`src/rtl/rmbc_pkg.sv`:
```
// Shared types and constants for the recurring-minimum Bloom counter.
// No dependencies; imported by the lane, merge and top-level modules.
package rmbc_pkg;

  // Hash positions per word, fixed by the port list
  localparam int HASH_COUNT = 4;
  localparam int LANE_W     = $clog2(HASH_COUNT);
  localparam int CNT_W      = $clog2(HASH_COUNT + 1);
  localparam int WIDE_W     = 32;
  localparam int EST_W      = 16;
  localparam int PIDX_W     = 10;
  localparam int SIDX_W     = 8;

  localparam logic OP_INSERT = 1'b0;
  localparam logic OP_QUERY  = 1'b1;

  typedef enum logic [2:0] {
    ST_CLEAR,
    ST_IDLE,
    ST_READ,
    ST_PWRITE,
    ST_MERGE,
    ST_DECIDE,
    ST_SWRITE
  } state_t;

  // Per-lane control from the sequencer
  typedef struct packed {
    logic capture_idx;
    logic load;
    logic wr;
  } lane_ctl_t;

endpackage

```
`src/rtl/rmbc_lane.sv`:
```
// One hash lane: holds a wrapped index and the counter value at that index.
// Loads from the memory read port and snoops writes to stay current. Uses rmbc_pkg.
module rmbc_lane
  import rmbc_pkg::*;
#(
  parameter int W  = 8,
  parameter int AW = 10
) (
  input  logic          clk,
  input  lane_ctl_t     ctl,
  input  logic [AW-1:0] idx_in,
  input  logic [W-1:0]  rd_data,
  input  logic [AW-1:0] wr_addr,
  input  logic [W-1:0]  wr_data,
  output logic [AW-1:0] idx,
  output logic [W-1:0]  val
);

  logic [AW-1:0] idx_r;
  logic [W-1:0]  val_r;

  // Hold index; take read data, or follow any write that hits our cell
  always_ff @(posedge clk) begin
    if (ctl.capture_idx) begin
      idx_r <= idx_in;
    end
    if (ctl.load) begin
      val_r <= rd_data;
    end else if (ctl.wr && (wr_addr == idx_r)) begin
      val_r <= wr_data;
    end
  end

  assign idx = idx_r;
  assign val = val_r;

endmodule

```
`config.mk`:
```
export PLATFORM = sky130hd
export DESIGN_NAME = rmbc_lane
export DESIGN_NICKNAME = d
export VERILOG_FILES = /design/src/rtl/rmbc_pkg.sv /design/src/rtl/rmbc_lane.sv
export SDC_FILE = /design/constraint.sdc
export NUM_CORES = 1
export LEC_CHECK = 0
export BUFFER_PORTS_ARGS = -buffer_cell sky130_fd_sc_hd__buf_4
export CORE_MARGIN = 5
export CORE_UTILIZATION = 41
export DETAILED_ROUTE_END_ITERATION = 6
export GPL_TIMING_DRIVEN = 1
export PLACE_DENSITY = 0.84
export SLEW_MARGIN = 20
export SYNTH_ARGS = -nofsm -noshare
export SYNTH_HDL_FRONTEND = slang
export SYNTH_SLANG_ARGS = --single-unit
```
`constraint.sdc`:
```
create_clock -name clk -period 5.6 [get_ports clk]
set_clock_uncertainty 0.15 [all_clocks]
set_input_delay 1.12 -clock clk [delete_from_list [all_inputs] [get_ports clk]]
set_output_delay 1.12 -clock clk [all_outputs]
set_load 0.01 [all_outputs]
```
======== Word level (Yosys, flattened, before mapping) ========
Cells that the tools add are included.
storage, ports and cells
  bits of input ports ..................... 40
  register bits ........................... 18
operators by class
  reductions and logical operators ........ 2
  muxes and demuxes ....................... 2
  equal/unequal tests ..................... 1
operators with widths
  operator             count
  $mux W8              2
  $eq A10 B10 Y1       1
  $reduce_bool A2 Y1   1
  $logic_and A1 B1 Y1  1

======== Longest topological paths before layout ========
  depth after elaboration ................. 4
  depth in mapped cells ................... 3
  mapped depth without buffers ............ 3

======== Worst setup path after synthesis ========
Ideal clock, no wire load.
  path kind ............................... input-to-reg
  start ................................... input wr_addr[3]
  end ..................................... register val_r[0] (netlist: val[0]), enable pin
  library setup time ...................... 0.387 ns
  path buffers ............................ 0
  path slack .............................. 2.981 ns
  required time ........................... 5.063 ns
  arrival time ............................ 2.082 ns
  cell stages on the path ................. 3
  cell sequence ........................... xnor2_1 -> nand4_1 -> o31ai_1
between the ends
  word-level cells in the longest chain between the ends .. 3
RTL lines
  item                                 RTL line         text
  start: declaration                   rmbc_lane.sv:13  input logic [AW-1:0] wr_addr,
  $eq A10 B10 Y1                       rmbc_lane.sv:29  end else if (ctl.wr && (wr_addr == idx_r)) begin
  $logic_and A1 B1 Y1                  rmbc_lane.sv:29
  $reduce_bool A2 Y1 (no source line)  n/a
  end signal: assignment               rmbc_lane.sv:28  val_r <= rd_data;
  end signal: assignment               rmbc_lane.sv:30  val_r <= wr_data;
  end: declaration                     rmbc_lane.sv:20  logic [W-1:0] val_r;
No other way between the ends.
A chain may end at the register's enable or synchronous reset.

======== Worst setup path in the final report ========
  start ................................... input wr_addr[2]
  end ..................................... register val_r[3] (netlist: val[3]), enable pin
The elaborated chain is that of the path after synthesis.

==> impl_metrics.csv <==
group,metric,value,unit
yosys,synth.largest_area_cell,"edfxtp_1",
setup_path,rr_startpoint,"idx[2]",
cts,cts_buffers,3,
yosys,syn_nets,82,
cts,ctsResizeCount,0,
setup_path,critPathMaxStageDelay,640,ps
grt,grt_usage,14.8,%
die,dieHeight,52.8,um
hold_path,worstHoldStart,"idx[5]",
hold_path,hold_class,"reg2reg",
hold_path,holdPathEnd,"val[2]",
yosys,ys_ff_latch,18,
yosys,netlist_area,752,sq um
setup_path,crit_arrival,2140,ps
cells_and_area,syn_to_final_growth,64.1,%
setup_path,path_class,"in2reg",
hold_path,worstHoldPathCells,3,
cts,cts_tree,"done",
sta,maxSlewViolCount,0,
route,first_iter_violations,2,
grt,antenna_found_initial,0,
setup_path,r2r_cells,3,
cts,clock_path_buffers,2,
die,dieWidth,52.8,um
power,vdd_drop_max,170,uV
place,dp_slack,2610,ps
run,cap_violations,0,
sta,finalCritPeriodShare,42.2,%
sta,worst_slew_pin_slew,669,ps
grt,first_global_vias,653,
route,wl_met3,351,um
run_status,outcome,"finished clean",
grt,grt_max_degree,11,
grt,grt_pass1_wl,2.88,mm
route,num_vias,585,
sta,fin_ws,3240,ps
setup_path,cpMaxStageDelayCell,"o31ai_2",
setup_path,worstReg2RegEnd,"val[3]",
sta,hold_viol,0,
die,pin_count,58,
power,leakagePower,0.526,nW
route,met1_length,576,um
cts,cts_sinks,18,
yosys,synth_cell_type_count,8,
yosys,syn_area_per_cell,17.9,sq um
route,ant_nets,0,
setup_path,crit_chain,"buf_4, xnor2_1, nand4_1, o31ai_2",
cts,clk_pin_slew_worst_paths,90,ps
yosys,ys_seq_area_share,71.9,%
route,viasPerCell,4.64,
place,port_buffers,57,
sta,max_freq,424,MHz
die,initial_utilization,43.6,%
yosys,synth-warning-count,0,
route,drc_errors,0,
cells_and_area,nNetsFinal,143,
sta,tns,0,ps
setup_path,cp_num_buf_inv,1,
yosys,synthTopCellsByArea,"edfxtp_1 (72%), mux2_2 (12%), xnor2_1 (12%)",
sta,rsz0062_at_grt,"no",
yosys,netlist_instances,42,
yosys,synth_top_area_share,71.9,%
setup_path,crit_family,"compound AO/OA/AOI/OAI gates",
cts,insertion_delay,290,ps
sta,slew_headroom,55.1,%
route,wl_met2,894,um
setup_path,cp.required,5380,ps
cells_and_area,drive_above_1_share,68.3,%
die,core_area,1730,sq um
route,drtPass1Iterations,2,
setup_path,r2r_slack,3700,ps
cts,root_buffer,"clkbuf_4",
cts,postCtsSetupRepairBufs,0,
power,powerDensity,237,nW/um^2
setup_path,worstPathMaxFanout,8,
cells_and_area,antenna_cells,0,
die,row_count,15,
setup_path,cp-start-kind,"input pin",
grt,overflow,0,
setup_path,critPathCaptureType,"flop",
route,wl,1.86,mm
sta,setup_viol,0,
cts,postCtsHoldBufs,0,
cts,h-tree-depth,1,
route,highest_layer,"met4",
sta,fin_crit,2360,ps
die,dieArea,2790,sq um
route,detail_route.wl_per_cell,14.7,um
place,gp_congestion,0.670,
==> registers in the layout, summed over array words and instances, names as in the netlist <==
signal / flops
val: 8
idx: 10
==> cell type report <==
class	instances	area, sq um
flip-flops and latches	18	541
clock buffers	3	22.5
well taps	25	31.3
fillers	134	493
repair buffers	57	428
multi-input cells	22	208
inverters	1	3.75
==> synthesized netlist by cell type, drive strengths merged <==
master,count
nand4,2
nand3,1
edfxtp,18
xnor2,10
o31ai,1
inv,1
mux2,8
buf,1
==> layer usage <==
layer / up-vias / track usage, %
li1: 276 / -
met1: 261 / 13.1
met2: 43 / 26.4
met3: 5 / 8.83
met4: 0 / 6.38
met5: - / 0
==> per-stage QoR <==
step           hold WS (ps)  power, W  instances  cell area (sq um)  utilization (%)
2_1_floorplan           769  0.000191         42                752                -
3_3_place_gp            766  0.000231        123               1210             69.9
3_5_place_dp            801  0.000233        123               1210             69.9
4_1_cts                 825  0.000295        126               1230             71.2
5_1_grt                 786  0.000304        126               1230             71.4
6_report                723  0.000292        126               1230             71.4
==> layout by cell type, fill, tap and decap left out <==
| cell type | instances |
|---|---|
| inv_1 | 1 |
| edfxtp_1 | 18 |
| o31ai_2 | 1 |
| nand4_1 | 2 |
| clkbuf_4 | 3 |
| buf_4 | 57 |
| nand3_1 | 1 |
| xnor2_1 | 10 |
| mux2_2 | 8 |
==> kinds of logic after synthesis <==
kind of cell,after synthesis,synth area share [%]
flip-flops,18,71.9
XOR/XNOR,10,11.6
multiplexers,8,12.0
AND/OR/NAND/NOR,3,2.33
buffers and inverters,2,1.16
AO/OA/AOI/OAI,1,0.999
==> worst max-delay path by stage <==
stage	start	end	slack (ps)	cells after the start
3_3_place_gp	wr_addr[3]	val[3]	2730	4
6_report	wr_addr[2]	val[3]	3240	4
4_1_cts	wr_addr[2]	val[5]	2930	4
5_1_grt	wr_addr[2]	val[1]	3160	4
3_5_place_dp	wr_addr[2]	val[5]	2610	4
2_1_floorplan	wr_addr[3]	val[0]	2980	3
==> power by group <==
group | total [W] | switching [W] | internal [W] | leakage [nW]
Clock | 0.0000623 | 0.0000373 | 0.0000250 | 0.0138
Sequential | 0.000167 | 0.00000539 | 0.000161 | 0.176
Combinational | 0.0000629 | 0.0000225 | 0.0000404 | 0.336
Total | 0.000292 | 0.0000651 | 0.000227 | 0.526
==> worst min-delay path, stage by stage (launching register included) <==
cell	delay, ps
edfxtp_1	370
xnor2_1	80
nand3_1	90
o31ai_2	150
Power figures use the tool's default switching activity.
