<file path="src/rtl/rmbc_pkg.sv">
// Shared types and constants for the recurring-minimum Bloom counter.
// No dependencies; imported by the lane, merge and top-level modules.
package rmbc_pkg;

  // Hash positions per word, fixed by the port list
  localparam int HASH_COUNT = 4;
  localparam int LANE_W     = $clog2(HASH_COUNT);
  localparam int CNT_W      = $clog2(HASH_COUNT + 1);
  localparam int WIDE_W     = 32;
  localparam int EST_W      = 16;
  localparam int PIDX_W     = 10;
  localparam int SIDX_W     = 8;

  localparam logic OP_INSERT = 1'b0;
  localparam logic OP_QUERY  = 1'b1;

  typedef enum logic [2:0] {
    ST_CLEAR,
    ST_IDLE,
    ST_READ,
    ST_PWRITE,
    ST_MERGE,
    ST_DECIDE,
    ST_SWRITE
  } state_t;

  // Per-lane control from the sequencer
  typedef struct packed {
    logic capture_idx;
    logic load;
    logic wr;
  } lane_ctl_t;

endpackage

</file>
<file path="src/rtl/rmbc_merge.sv">
// Merging stage: primary minimum with recurrence flag, and secondary minimum.
// Results are registered. Uses rmbc_pkg.
module rmbc_merge
  import rmbc_pkg::*;
#(
  parameter int PW = 8,
  parameter int SW = 16
) (
  input  logic          clk,
  input  logic [PW-1:0] p_val [HASH_COUNT],
  input  logic [SW-1:0] s_val [HASH_COUNT],
  output logic [PW-1:0] pmin,
  output logic          recurs,
  output logic [SW-1:0] smin
);

  logic [PW-1:0] pmin_r, pmin_c;
  logic          recurs_r, recurs_c;
  logic [SW-1:0] smin_r, smin_c;

  // Scan lanes in order: strictly smaller resets recurrence, equal sets it
  always_comb begin
    pmin_c   = p_val[0];
    recurs_c = 1'b0;
    smin_c   = s_val[0];
    for (int k = 1; k < HASH_COUNT; k++) begin
      if (p_val[k] < pmin_c) begin
        pmin_c   = p_val[k];
        recurs_c = 1'b0;
      end else if (p_val[k] == pmin_c) begin
        recurs_c = 1'b1;
      end
      if (s_val[k] < smin_c) begin
        smin_c = s_val[k];
      end
    end
  end

  always_ff @(posedge clk) begin
    pmin_r   <= pmin_c;
    recurs_r <= recurs_c;
    smin_r   <= smin_c;
  end

  assign pmin   = pmin_r;
  assign recurs = recurs_r;
  assign smin   = smin_r;

endmodule

</file>
<file path="config.mk">
export PLATFORM = sky130hd
export DESIGN_NAME = rmbc_merge
export DESIGN_NICKNAME = d
export VERILOG_FILES = /design/src/rtl/rmbc_pkg.sv /design/src/rtl/rmbc_merge.sv
export SDC_FILE = /design/constraint.sdc
export NUM_CORES = 1
export LEC_CHECK = 0
export BUFFER_PORTS_ARGS = -buffer_cell sky130_fd_sc_hd__buf_2
export CAP_MARGIN = 20
export CORE_MARGIN = 5
export CORE_UTILIZATION = 45
export CTS_CLUSTER_DIAMETER = 60
export CTS_CLUSTER_SIZE = 8
export DETAILED_ROUTE_END_ITERATION = 8
export HOLD_SLACK_MARGIN = 0.15
export PLACE_DENSITY = 0.74
export SLEW_MARGIN = 20
export SYNTH_ARGS = -nofsm -noshare
export SYNTH_HDL_FRONTEND = slang
export SYNTH_SLANG_ARGS = --single-unit
</file>
<file path="constraint.sdc">
create_clock -name clk -period 5.5 [get_ports clk]
set_input_delay 0.275 -clock clk [delete_from_list [all_inputs] [get_ports clk]]
set_output_delay 0.275 -clock clk [all_outputs]
set_load 0.03 [all_outputs]
</file>
# Word level (Yosys, flattened, before mapping)
# Index checks and enable logic that the tools add are counted.
# word_totals
in_bits	97
wordCells	23
regBits	25
out_inout_bits	25
# classes
muxes	11
magnitude_cmp	6
eq_ne	3
# ops
op	n
less-than comparator 16 bit	3
two-way mux 16 bit	3
equality test 8 bit	3
less-than comparator 8 bit	3
two-way mux 8 bit	3
two-way mux 1 bit	5

# Longest topological paths before layout
# Gate-level depths: netlist of the first run.
# logic_depth
word_depth	6
mapped_depth	31
depth_no_buf	26

# Least setup slack after synthesis of the first run
# Ideal clock, no wire load.
# synth_timing
path_kind	input to register
start	input port s_val[63] (netlist name)
end	register smin_r[10] (netlist: smin[10])
slack_ns	-0.359
t_required_ns	5.379
setup_ns	0.121
path_buffers	5
stages	26
arrival_time_ns	5.738
path_cell_list	inv_1 > ha_1 > nand4_1 > nor3_2 > or4b_4 > and3_4 > buf_6 > clkbuf_1 > a21oi_1 > ha_1 > a21oi_1 > o21ai_1 > a2111oi_0 > and2_1 > a31oi_1 > o21bai_1 > buf_2 > buf_2 > mux2i_1 > inv_1 > ha_1 > nand4_1 > or2_2 > o41ai_4 > buf_6 > mux2_4
# synth_between
elab_chain_cells	6
# synth_rtl
element	line	source
start, declared	rmbc_merge.sv:11	input logic [SW-1:0] s_val [HASH_COUNT],
less-than comparator 16 bit	rmbc_merge.sv:33	if (s_val[k] < smin_c) begin
two-way mux 16 bit *	rmbc_merge.sv:33	
less-than comparator 16 bit	rmbc_merge.sv:33	
two-way mux 16 bit *	rmbc_merge.sv:33	
less-than comparator 16 bit	rmbc_merge.sv:33	
two-way mux 16 bit *	rmbc_merge.sv:33	
net smin_c[10]	rmbc_merge.sv:19	logic [SW-1:0] smin_r, smin_c;
end signal, assigned	rmbc_merge.sv:42	smin_r <= smin_c;
end, declared	rmbc_merge.sv:19	
# Mark *: on every way through the listed nets, which the timed path passes. The rest lies on a longest branch.
# A chain may end at the register's enable or synchronous reset.

# Final worst setup path of the first run
# layout_timing
start	input port s_val[62] (netlist name)
end	register smin_r[7] (netlist: smin[7])
# The elaborated chain is that of the path after synthesis.

==> flow_metrics.py, run 1 <==
metrics = {
    "grt": {
        "number_of_antenna_violations_at_the_first_check_in_global_routing": 0,
        "globalRouteOverflowTotal": 0,
        "grt_usage": 0.191,
        "grt_start_max_net_pins": 17,
        "grt_pass1_vias": 3335,
        "grt_pass1_wl_microns": 13900,
    },
    "clock_network": {
        "hold_buffers": 0,
        "clkTransAtPathRegs_ps": 100,
        "cts.path.max_buffers": 2,
        "h-tree-depth": 1,
        "cts_tree": "built",
        "clock-sinks": 25,
        "clk_root_buffer_cell": "clkbuf_8",
        "cts_made_buffers": 3,
    },
    "critical_path": {
        "critPathMaxFanout": 11,
        "timing.critical_path.arrival_ps": 5580,
        "cpMaxStageDelayCell": "or4b_4",
        "critPathLaunchType": "primary input",
        "cp_data_required_time_ps": 5670,
        "crit_path_max_incr_delay_ps": 530,
        "crit_family": "compound AO/OA/AOI/OAI gates",
        "cp-end-kind": "register",
        "worstSetupPathType": "in -> reg",
        "critical_path_buf_inv_count": 7,
    },
    "timing": {
        "timing.final.crit_period_ps": 5410,
        "report.final.hold_viol_count": 0,
        "setup_violations": 0,
        "tightest_slew_ps": 918,
        "grt_setup_unrepaired": "yes",
        "clock.fmax_mhz": 185,
        "final.setup.tns_ps": 0,
        "max_slew_margin": 0.384,
        "setup_slack_ps": 92.4,
        "timing_max_transition_violations_final": 0,
        "period_share": 0.983,
    },
    "yosys": {
        "synth.top_cells.by_area": "ha_1 27%, dfxtp_1 16%, mux2i_1 7.4%",
        "post_synth_and_or_nand_nor_area_fraction": 0.136,
        "synth_fa_ha_area_frac": 0.273,
        "flip_flop_and_latch_count_after_synthesis": 25,
        "yosysTopAreaCell": "ha_1",
        "muxShareOfSynthArea": 0.146,
        "postSynthAreaPerCell_sq_um": 8.14,
        "yosysUniqueCellTypes": 40,
        "synth_xor_area_frac": 0,
        "syn-cell-area_sq_mm": 0.00312,
        "synth_cells": 383,
        "synth_seq_area_share": 0.161,
        "synth_top_family_by_area": "adder cells",
        "synthesized_area_fraction_occupied_by_ao_oa_aoi_and_oai_cells": 0.199,
        "yosysWarningCount": 0,
        "synth_fp_nets": 548,
        "proportion_of_netlist_area_held_by_the_largest_area_contributor": 0.273,
    },
    "floorplan": {
        "initial_utilization": 0.461,
        "floorplan.rows": 30,
        "chipWidth_microns": 93.2,
        "number_of_top_level_pins": 122,
        "fp.dieArea_sq_mm": 0.00869,
        "fp.coreArea_sq_mm": 0.00676,
        "vertical_die_dimension_microns": 93.2,
    },
    "hold_path": {
        "timing.hold.worst.class": "in -> reg",
    },
    "layout": {
        "instances_no_fill": 648,
        "design_area_final_sq_mm": 0.00462,
        "synthToLayoutAreaGrowth_pct": 48.3,
        "net_count_reported_at_finish": 734,
        "final_util": 0.684,
        "drive_above_1_share": 0.442,
        "fillerInstances": 544,
        "n_antenna_cell": 0,
    },
    "detailed_routing": {
        "vias_per_cell": 5.27,
        "drt_iter0_drcs": 74,
        "wl_per_cell_microns": 14.3,
        "detail-route-antenna-nets": 0,
        "drt-pass1-iter-count": 4,
        "finalWirelength_microns": 9270,
        "route.vias.total": 3415,
        "drcViolationCount": 0,
    },
    "status": {
        "status": "finished, final reports clean",
    },
    "placed_design": {
        "placement.io_buffers": 121,
        "placed_cell_area_sq_mm": 0.00425,
        "placed_wire_length_estimate_after_detailed_placement_microns": 7560,
        "gp_routability_congestion": 0.876,
        "pre_cts_ws_ps": -361,
        "numPlacedInstances": 635,
    },
    "power": {
        "cellPowerDensity_mw_per_mm2": 271,
        "p_leak_uw": 0.00251,
        "worst_ir_drop_vdd_mv": 0.122,
    },
    "job": {
        "drv_cap": 0,
    },
}
[stage by stage]
stage / hold WS [ps] / power, uW
2_1_floorplan: 384 / 770
6_report: 215 / 1250
3_5_place_dp: 498 / 1040
3_3_place_gp: 490 / 1010
5_1_grt: 237 / 1350
4_1_cts: 214 / 1170
[per-layer routing]
layer	share of wire	routed length, microns	track usage	up-vias
met5	0	0	0	-
li1	-	-	-	1739
met2	0.52	4820	0.356	102
met1	0.39	3650	0.216	1560
met3	0.069	642	0.0418	14
met4	0.016	151	0.0562	0
[cell usage after synthesis, drive strengths merged]
library cell and count:
dfxtp 25, a211oi 1, and3 1, nor2 25
o31a 1, a311oi 1, nand4 15, a2bb2oi 1
o211ai 1, o31ai 1, ha 68, a31oi 2
a21oi 33, or2 1, mux2i 23, nand3 1
o21bai 1, nor2b 4, mux2 17, o21a 2
or4b 1, clkbuf 5, o41ai 1, a211o 1
a311o 1, a22oi 1, a2111oi 3, buf 4
o21ai 32, a21o 14, nand2 27, nand2b 6
nor3 4, and2 2, inv 57
[state kept, by name (all words and copies together) (netlist names)]
register,count
pmin,8
recurs,1
smin,16
[cell type report]
type	instances	area [sq um]	area share
clock inverter	1	8.76	0.00190
tap	80	100	0.0217
sequential	25	500	0.108
timing repair buffer	187	1130	0.245
clock buffer	3	41.3	0.00894
inverter	57	214	0.0463
multi-input combinational	295	2620	0.568
[cell families after synthesis]
family | Yosys count
AO/OA/AOI/OAI | 97
adder cells (fa/ha/maj) | 68
buffers and inverters | 66
flip-flops | 25
multiplexers | 40
AND/OR/NAND/NOR | 87
[what timing repair did]
action	CTS	global route
cloned	2	2
buffers inserted	1	4
gates resized for setup	3	43
endpoints found under the setup margin	15	23
pin swaps	0	10
[cell usage in the layout (no fill, tap or decap), types with 2 or more instances in the layout]
cell / Yosys / final
buf_2: 2 / 121
ha_1: 68 / 62
buf_4: 0 / 61
inv_1: 57 / 56
o21ai_0: 29 / 29
a21oi_1: 33 / 29
nand2_1: 27 / 26
dfxtp_1: 25 / 25
nor2_1: 25 / 21
nand4_1: 15 / 15
a21o_1: 14 / 14
mux2i_1: 23 / 14
mux2_4: 9 / 9
mux2_2: 8 / 8
nand2b_1: 6 / 6
ha_4: 0 / 6
mux2i_2: 0 / 5
nor2b_1: 4 / 4
nor2_2: 0 / 4
mux2i_4: 0 / 4
a21oi_2: 0 / 4
and3_4: 1 / 3
clkbuf_8: 0 / 3
buf_6: 2 / 3
o21ai_1: 3 / 2
o21a_1: 2 / 2
nor3_2: 1 / 2
nor3_1: 3 / 2
a2111oi_4: 1 / 2
a31oi_1: 2 / 2
[path summary, 6_finish.rpt]
check | from | slack [ps] | depth (start not counted) | to
hold / removal | p_val[4] | 220 | 3 | pmin[4]$_DFF_P_
setup / recovery | s_val[62] | 90 | 27 | smin[7]$_DFF_P_
[report_power, final]
part	internal, uW	switching, uW
clock network	53.1	64.2
logic	420	464
registers	238	14.2
total	711	542
Power figures use the tool's default switching activity.
==> inputs of run 2 (changes only) <==
- CORE_ASPECT_RATIO: not set -> 1.5
==> run 2 against run 1 <==
Net effect: the run now ends with negative setup slack left; core utilization grew 3.2 points; setup slack lost 140 ps; critical path depth is the same; first-iteration DRC count grew 11%; hold slack gained 0.99 ps; final area grew 5.4%; clock-buffer cell count grew 1; clock power shrank 4%; non-clock buffer count grew 15; sequential power is essentially flat; power grew 4.9%; combinational power grew 7.8%; critical path type unchanged; highest routed layer unchanged.
==> flow_metrics.py, run 2 (same netlist as run 1, synthesis figures left out) <==
metrics = {
    "detailed_routing": {
        "drcViolationCount": 0,
        "vias_per_cell": 5.43,
        "detail-route-antenna-nets": 0,
        "drt_iter0_drcs": 82,
        "wl_per_cell_microns": 16.0,
        "drt-pass1-iter-count": 4,
        "finalWirelength_microns": 10600,
        "route.vias.total": 3588,
    },
    "layout": {
        "n_antenna_cell": 0,
        "drive_above_1_share": 0.485,
        "layout_commonest_cell": "buf_2",
        "instances_no_fill": 661,
        "synthToLayoutAreaGrowth_pct": 56.3,
        "net_count_reported_at_finish": 749,
        "largest_register_ff_count": 16,
        "design_area_final_sq_mm": 0.00487,
        "fillerInstances": 476,
        "most-common-layout-cells": "114 x buf_2, 74 x buf_4, 59 x ha_1",
        "final_util": 0.716,
    },
    "grt": {
        "grt_pass1_wl_microns": 14100,
        "grt_start_max_net_pins": 16,
        "grt_usage": 0.192,
        "number_of_antenna_violations_at_the_first_check_in_global_routing": 0,
        "globalRouteOverflowTotal": 0,
        "grt_pass1_vias": 3520,
    },
    "floorplan": {
        "vertical_die_dimension_microns": 112,
        "floorplan.rows": 37,
        "initial_utilization": 0.458,
        "fp.coreArea_sq_mm": 0.00681,
        "number_of_top_level_pins": 122,
        "chipWidth_microns": 78.0,
        "fp.dieArea_sq_mm": 0.00872,
    },
    "clock_network": {
        "clock-sinks": 25,
        "h-tree-depth": 1,
        "cts.path.max_buffers": 2,
        "cts_made_buffers": 3,
        "hold_buffers": 0,
        "cts_tree": "built",
        "clkTransAtPathRegs_ps": 90,
        "clk_root_buffer_cell": "clkbuf_8",
    },
    "critical_path": {
        "timing.critical_path.from": "s_val[63]",
        "path_depth": 27,
        "setup.worst_path.end": "smin[10]$_DFF_P_",
        "timing.critical_path.arrival_ps": 5720,
        "crit_path_max_incr_delay_ps": 540,
        "worstSetupPathType": "in -> reg",
        "cp-end-kind": "register",
        "crit_family": "compound AO/OA/AOI/OAI gates",
        "cpMaxStageDelayCell": "or4b_4",
        "critPathLaunchType": "primary input",
        "cp_data_required_time_ps": 5670,
        "critPathMaxFanout": 8,
        "critical_path_buf_inv_count": 5,
    },
    "power": {
        "netSwitchingFraction": 0.430,
        "cell_internal_power_uw": 750,
        "design_power_total_uw": 1320,
        "worst_ir_drop_vdd_mv": 0.110,
        "power.combinational.fraction": 0.724,
        "power.switching_uw": 565,
        "power_frac_clock": 0.085,
        "p_leak_uw": 0.00259,
        "sequentialPowerShare": 0.190,
        "cellPowerDensity_mw_per_mm2": 270,
    },
    "placed_design": {
        "placed_wire_length_estimate_after_detailed_placement_microns": 7730,
        "placed_cell_area_sq_mm": 0.00433,
        "placement.io_buffers": 121,
        "numPlacedInstances": 643,
        "gp_routability_congestion": 0.817,
    },
    "timing": {
        "timing_max_transition_violations_final": 0,
        "tightest_slew_ps": 505,
        "final.hold.worst_slack_ps": 216,
        "grt_setup_unrepaired": "yes",
        "clock.fmax_mhz": 180,
        "period_share": 1.01,
        "max_slew_margin": 0.661,
        "setup_violations": 15,
        "report.final.hold_viol_count": 0,
        "timing.final.crit_period_ps": 5550,
        "setup_slack_ps": -48.3,
    },
    "job": {
        "drv_cap": 0,
    },
    "status": {
        "violations_in_the_final_reports": "negative setup slack",
        "status": "finished, violations left",
    },
    "hold_path": {
        "timing.hold.worst.class": "in -> reg",
    },
}
[run 2: changes by cell type in the layout (fill, tap and decap cells not counted), sizes merged]
cell	delta
buf	+14
inv	-1
clkbuf	+2
[run 2: repair_timing]
item,CTS,global route
setup buffers,1,9
resized for setup,1,78
pin swaps,1,27
endpoints found under the setup margin,8,16
gates cloned,1,3
[run 2: layout make-up]
class | count | area (sq um) | area share
inverters | 57 | 219 | 0.0449
repair buffers | 202 | 1310 | 0.269
flip-flops and latches | 25 | 500 | 0.103
well taps | 78 | 97.6 | 0.0200
multi-input cells | 295 | 2700 | 0.554
clock buffers | 4 | 45.0 | 0.00924
[run 2: worst min-delay path, stage by stage]
cell	delay (ps)
buf_2	90
nand2_1	40
o21ai_0	50
[run 2: metal layers]
layer  global-route usage  wire length [microns]  share of wire  vias to the layer above
met5                    0                      0              0                        -
met4               0.0699                    447          0.042                        0
met3               0.0307                    633          0.060                       32
met2                0.392                   5790           0.55                      132
met1                0.183                   3690           0.35                     1655
li1                     -                      -              -                     1769
[run 2: power groups by stage]
stage / combinational (uW) / clock (uW) / sequential, uW
5_1_grt: 1030 / 123 / 257
3_3_place_gp: 774 / 0 / 254
4_1_cts: 810 / 117 / 252
3_5_place_dp: 801 / 0 / 256
2_1_floorplan: 398 / 0 / 372
6_report: 953 / 112 / 250
[run 2: how the worst min path moves through the flow]
stage | from | cells after the start | end | slack, ps
finish | p_val[2] | 3 | pmin[2]$_DFF_P_ | 220
global route | p_val[2] | 3 | pmin[2]$_DFF_P_ | 230
CTS | p_val[7] | 3 | pmin[7]$_DFF_P_ | 210
detailed placement | p_val[7] | 3 | pmin[7]$_DFF_P_ | 500
global placement | p_val[7] | 3 | pmin[7]$_DFF_P_ | 490
floorplan | p_val[1] | 2 | pmin[1]$_DFF_P_ | 380
[run 2: through the flow]
stage          worst slack, ps  setup TNS (ps)
2_1_floorplan             6.66               0
3_3_place_gp              -507           -7490
3_5_place_dp              -456           -5570
4_1_cts                   3.22               0
5_1_grt                   -241           -3510
6_report                 -48.3            -388
